## src/hw/rtl/dna_pkg.sv

```systemverilog
`timescale 1ns / 1ps

package dna_pkg;

    localparam int DATA_W        = 32;
    localparam int PROD_W        = 64;
    localparam int SUM_W         = PROD_W + 1;
    localparam int QUO_BITS      = DATA_W;
    localparam int FRAC_BITS_DEF = 16;

    localparam logic [1:0] OP_ADD = 2'd0;
    localparam logic [1:0] OP_SUB = 2'd1;
    localparam logic [1:0] OP_MUL = 2'd2;
    localparam logic [1:0] OP_DIV = 2'd3;

    localparam logic [1:0] ST_OK   = 2'd0;
    localparam logic [1:0] ST_OVF  = 2'd1;
    localparam logic [1:0] ST_DIV0 = 2'd2;

    localparam logic [DATA_W-1:0] SAT_MAX = 32'h7FFF_FFFF;
    localparam logic [DATA_W-1:0] SAT_MIN = 32'h8000_0000;

    // one divider lane: partial remainder, dividend bits still to shift in, quotient so far
    typedef struct packed {
        logic [PROD_W-1:0] rem;
        logic [DATA_W-1:0] low;
        logic [DATA_W-1:0] quo;
        logic [PROD_W-1:0] dvs;
        logic              neg;
        logic              ovf;
    } t_lane;

    typedef struct packed {
        logic [1:0]        op;
        logic              div0;
        logic [DATA_W-1:0] byp_value;
        logic [DATA_W-1:0] byp_deriv;
        logic [1:0]        byp_status;
        t_lane             lv;
        t_lane             ld;
    } t_div_word;

    typedef struct packed {
        logic [DATA_W-1:0] val;
        logic              ovf;
    } t_sat;

    function automatic t_sat sat32(input logic signed [SUM_W-1:0] x);
        t_sat s;
        s.ovf = (x[SUM_W-1:DATA_W-1] != {(SUM_W-DATA_W+1){x[DATA_W-1]}});
        s.val = s.ovf ? (x[SUM_W-1] ? SAT_MIN : SAT_MAX) : x[DATA_W-1:0];
        return s;
    endfunction

endpackage

```

## src/hw/rtl/dna_back.sv

```systemverilog
`timescale 1ns / 1ps

module dna_back (
    input  logic                i_clk,
    input  logic                i_rst_n,
    input  logic                i_valid,
    output logic                o_ready,
    input  dna_pkg::t_div_word  i_word,
    output logic                o_valid,
    input  logic                i_ready,
    output logic [31:0]         o_res_value,
    output logic [31:0]         o_res_deriv,
    output logic [1:0]          o_status
);

    function automatic dna_pkg::t_sat lane_out(input dna_pkg::t_lane l);
        dna_pkg::t_sat s;
        if (l.neg) begin
            s.ovf = l.ovf || (l.quo > dna_pkg::SAT_MIN);
            s.val = s.ovf ? dna_pkg::SAT_MIN : 32'(-l.quo);
        end else begin
            s.ovf = l.ovf || l.quo[31];
            s.val = s.ovf ? dna_pkg::SAT_MAX : l.quo;
        end
        return s;
    endfunction

    logic          r_vld;
    logic [31:0]   r_value, r_deriv;
    logic [1:0]    r_status;
    logic [31:0]   n_value, n_deriv;
    logic [1:0]    n_status;
    dna_pkg::t_sat q_v, q_d;
    logic          rdy;

    assign rdy     = !r_vld || i_ready;
    assign o_ready = rdy;

    always_comb begin
        q_v = lane_out(i_word.lv);
        q_d = lane_out(i_word.ld);
        if (i_word.op != dna_pkg::OP_DIV) begin
            n_value  = i_word.byp_value;
            n_deriv  = i_word.byp_deriv;
            n_status = i_word.byp_status;
        end else if (i_word.div0) begin
            n_value  = '0;
            n_deriv  = '0;
            n_status = dna_pkg::ST_DIV0;
        end else begin
            n_value  = q_v.val;
            n_deriv  = q_d.val;
            n_status = (q_v.ovf || q_d.ovf) ? dna_pkg::ST_OVF : dna_pkg::ST_OK;
        end
    end

    always_ff @(posedge i_clk) begin
        if (!i_rst_n) begin
            r_vld <= 1'b0;
        end else if (rdy) begin
            r_vld <= i_valid;
        end
        if (rdy && i_valid) begin
            r_value  <= n_value;
            r_deriv  <= n_deriv;
            r_status <= n_status;
        end
    end

    assign o_valid     = r_vld;
    assign o_res_value = r_value;
    assign o_res_deriv = r_deriv;
    assign o_status    = r_status;

endmodule

```

## config.mk

```make
export PLATFORM = sky130hd
export DESIGN_NAME = dna_back
export DESIGN_NICKNAME = d
export VERILOG_FILES = /design/src/hw/rtl/dna_pkg.sv /design/src/hw/rtl/dna_back.sv
export SDC_FILE = /design/constraint.sdc
export NUM_CORES = 1
export LEC_CHECK = 0
export BUFFER_PORTS_ARGS = -buffer_cell sky130_fd_sc_hd__buf_2
export CORE_AREA = 2 2 206 208
export CTS_CLUSTER_SIZE = 20
export DETAILED_ROUTE_END_ITERATION = 16
export DIE_AREA = 0 0 208 210
export GPL_TIMING_DRIVEN = 0
export HOLD_SLACK_MARGIN = 0.15
export PLACE_DENSITY = 0.46
export SYNTH_ARGS = -nofsm -noshare
export SYNTH_HDL_FRONTEND = slang
export SYNTH_SLANG_ARGS = --single-unit
export TNS_END_PERCENT = 50
```

## constraint.sdc

```tcl
create_clock -name i_clk -period 2.5 [get_ports i_clk]
set_clock_uncertainty 0.15 [all_clocks]
set_input_delay 0.25 -clock i_clk [delete_from_list [all_inputs] [get_ports i_clk]]
set_output_delay 0.25 -clock i_clk [all_outputs]
set_load 0.03 [all_outputs]
```

==> impl_metrics.env <==
export IMPL_outcome="completed"
export IMPL_seq_area_um2=2000
export IMPL_period_minus_slack_ps=2470
export IMPL_avgSynthCellArea_um2=8.52
export IMPL_die_x_um=208
export IMPL_required_ps=2520
export IMPL_reg2regPathDepth=3
export IMPL_synth_main_ff_cell="edfxtp_1"
export IMPL_layout_common_cells="209 x buf_2, 104 x nand2_1, 66 x edfxtp_1"
export IMPL_antenna_found_initial=3
export IMPL_cts_htree_levels=3
export IMPL_min_from="i_word[407]"
export IMPL_wirelength_mm=26.7
export IMPL_place_ws_ps=-1150
export IMPL_synth_distinct_cells=56
export IMPL_fin_ws_ps=29.5
export IMPL_synth_area_leader_cell="edfxtp_1"
export IMPL_p_sw_uw=1270
export IMPL_nFillCells=4672
export IMPL_initial_utilization_pct=11.6
export IMPL_coreArea_um2=41500
export IMPL_ys_ff_latch=67
export IMPL_grt_pass1_vias=5794
export IMPL_grt_max_degree=35
export IMPL_port_buffers=208
export IMPL_utilization_pct=19.2
export IMPL_place_congestion=0.882
export IMPL_asyncSetResetFlopFracSynth_pct=0
export IMPL_clk_pin_slew_ps=60
export IMPL_combPwrFrac_pct=26.7
export IMPL_crit_path_end_kind="flip-flop"
export IMPL_area_growth_syn_to_layout_pct=65.3
export IMPL_vias=5831
export IMPL_synth_area_leaders="edfxtp_1 41%, nand2_1 8.1%, a21oi_1 5.0%"
export IMPL_drive_gt1_share_pct=33.7
export IMPL_p_sw_share_pct=33.7
export IMPL_cp_start_kind="input pin"
export IMPL_p_clk_share_pct=36.7
export IMPL_placed_area_um2=6540
export IMPL_synth_top_area_share_pct=41.3
export IMPL_max_freq_ghz=0.405
export IMPL_cts_sinks=67
export IMPL_cts_buffer_depth=2
export IMPL_worst_slew_pin_slew_ps=891
export IMPL_cts_buffers=9
export IMPL_p_seq_share_pct=36.6
export IMPL_avgRoutedWirePerCell_um=19.1
export IMPL_synth_edff_count=66
export IMPL_layout_nets=1316
export IMPL_worst_path_max_fanout=10
export IMPL_drtPass1Iterations=4
export IMPL_dp_hpwl_mm=21.0
export IMPL_route_detailed_drc=0
export IMPL_r2r_start="o_valid"
export IMPL_worstHoldPathCells=2
export IMPL_grtUsageTotal_pct=11.9
export IMPL_hp_class="input pin to flip-flop"
export IMPL_drtIter0Drc=368
export IMPL_power_leakage_uw=0.00303
export IMPL_relSlewSlack_pct=40.1
export IMPL_yosysWarnings=0
export IMPL_r2r_slack_ps=830
export IMPL_grt_overflow_total=0
export IMPL_final_common_cell="buf_2"
export IMPL_final_max_slew_violation_count=0
export IMPL_vdd_ir_drop_worst_uv=305
export IMPL_avgViaCountPerCell=4.17
export IMPL_num_rows=75
export IMPL_fin_tns_setup_ps=0
export IMPL_final_cell_area_um2=7940
export IMPL_die_area_um2=43700
export IMPL_clockRootBuffer="clkbuf_16"
export IMPL_grt_pass1_wl_mm=38.4
export IMPL_ant_nets=0
export IMPL_diodes=0
export IMPL_cp_arrival_ps=2500
export IMPL_multiInputGateArea_um2=2990
export IMPL_rsz0062_at_grt="no"
export IMPL_power_density_nw_per_um2=473
export IMPL_criticalPathCategory="input pin to flip-flop"
export IMPL_hold_end="o_res_deriv[17]"
export IMPL_die_h_um=210
export IMPL_yosysSeqAreaShare_pct=41.7
export IMPL_hold_viol_final=0
export IMPL_syn_inst=564
export IMPL_synth_net_count=1027
export IMPL_clk_latency_ps=350
export IMPL_maxCapViolations=0
export IMPL_p_total_uw=3760
export IMPL_io_pins=529
export IMPL_r2r_end="o_res_deriv[31]"
export IMPL_cts_tree="built"
export IMPL_min_period_over_period_pct=98.8
export IMPL_internal_power_uw=2490
export IMPL_synthesis_area_um2=4800
export IMPL_setup_viol=0
worst max-delay path by stage:
stage / start / end / slack, ps / depth (start not counted)
2_1_floorplan: i_word[260] / o_res_value[22] / 10 / 9
3_3_place_gp: i_word[260] / o_status[0] / -1170 / 9
3_5_place_dp: i_word[260] / o_status[0] / -1150 / 9
4_1_cts: i_word[92] / o_res_deriv[10] / 7 / 7
5_1_grt: i_word[260] / o_res_value[30] / 8 / 10
6_report: i_word[260] / o_res_value[2] / 30 / 10
layout make-up:
type / instances / area share [%]
buffer: 34 / 2.30
clock buffer: 9 / 2.84
clock inverter: 7 / 1.04
inverter: 9 / 0.425
multi-input combinational: 454 / 37.6
sequential: 67 / 25.2
tap: 539 / 8.49
timing repair buffer: 278 / 22.1
metal layers:
| layer | vias up | global-route usage [%] | routed length, um | part of all wire [%] |
|---|---|---|---|---|
| li1 | 2761 | - | - | - |
| met1 | 2762 | 14.7 | 11100 | 42 |
| met2 | 274 | 19.7 | 12600 | 47 |
| met3 | 28 | 3.68 | 2210 | 8.3 |
| met4 | 6 | 3.74 | 704 | 2.6 |
| met5 | - | 0 | 34 | 0.13 |
sequential cells by signal (all words and copies together), names as in the netlist:
signal	cells
o_valid	1
o_res_deriv	32
o_status	2
o_res_value	32
cell usage after synthesis, types with 2 or more instances:
| library cell | n |
|---|---|
| a211oi_1 | 2 |
| a21o_1 | 2 |
| a21oi_1 | 48 |
| a22o_1 | 6 |
| a2bb2oi_1 | 2 |
| a311oi_1 | 2 |
| a31oi_1 | 20 |
| a32o_1 | 5 |
| a41oi_1 | 2 |
| and2_1 | 2 |
| and3_1 | 3 |
| and4_1 | 3 |
| buf_1 | 2 |
| buf_2 | 3 |
| clkbuf_1 | 28 |
| edfxtp_1 | 66 |
| ha_1 | 2 |
| inv_1 | 8 |
| mux2i_1 | 9 |
| nand2_1 | 104 |
| nand2b_1 | 6 |
| nand3_1 | 13 |
| nand4_1 | 14 |
| nand4b_1 | 2 |
| nor2_1 | 41 |
| nor3_1 | 18 |
| nor3b_1 | 4 |
| nor4_1 | 15 |
| nor4_2 | 2 |
| o211ai_1 | 5 |
| o21a_1 | 2 |
| o21ai_0 | 35 |
| o21bai_1 | 5 |
| o22ai_1 | 15 |
| o311ai_0 | 2 |
| o31ai_1 | 18 |
| o31ai_2 | 9 |
| o41ai_1 | 2 |
| or2_2 | 3 |
| or3_1 | 9 |
| or3b_2 | 2 |
| or4_1 | 8 |
| xnor2_1 | 2 |
through the flow:
stage	hold slack [ps]	instances
finish	167	1397
global route	158	1397
CTS	160	1396
detailed placement	369	1312
global placement	353	1311
floorplan	239	564
timing repair:
| item | 4_1_cts | 5_1_grt |
|---|---|---|
| hold buffers | 64 | 0 |
| endpoints found under the setup margin | 61 | 52 |
| gates cloned | 0 | 1 |
| pin swaps | 11 | 3 |
| buffers inserted | 4 | 0 |
| resized for setup | 72 | 10 |
| endpoints found under the hold margin | 63 | 0 |
cells by family after synthesis:
logic type	count (synthesis)	synth area share, %
and+or+nand+nor	256	26.6
AOI/OAI and AO/OA	184	25.2
DFF	67	41.7
buffers and inverters	43	3.59
muxes	10	2.11
xor gates and xnor gates	2	0.365
adders and majority gates	2	0.521
power groups by stage:
stage / combinational [uW] / clock (uW) / sequential (uW)
finish: 1000 / 1380 / 1370
global placement: 849 / 0 / 1400
CTS: 999 / 1440 / 1380
floorplan: 272 / 0 / 1550
global route: 1080 / 1480 / 1380
detailed placement: 855 / 0 / 1400
worst max-delay path, cell delays in order:
cell      delay, ps
buf_2           140
inv_1            90
ha_4            160
or4b_4          510
nor4_4          360
a31oi_2         160
nand2b_4        210
buf_12          190
clkbuf_8        190
o21ai_1         230
Power figures use the tool's default switching activity.
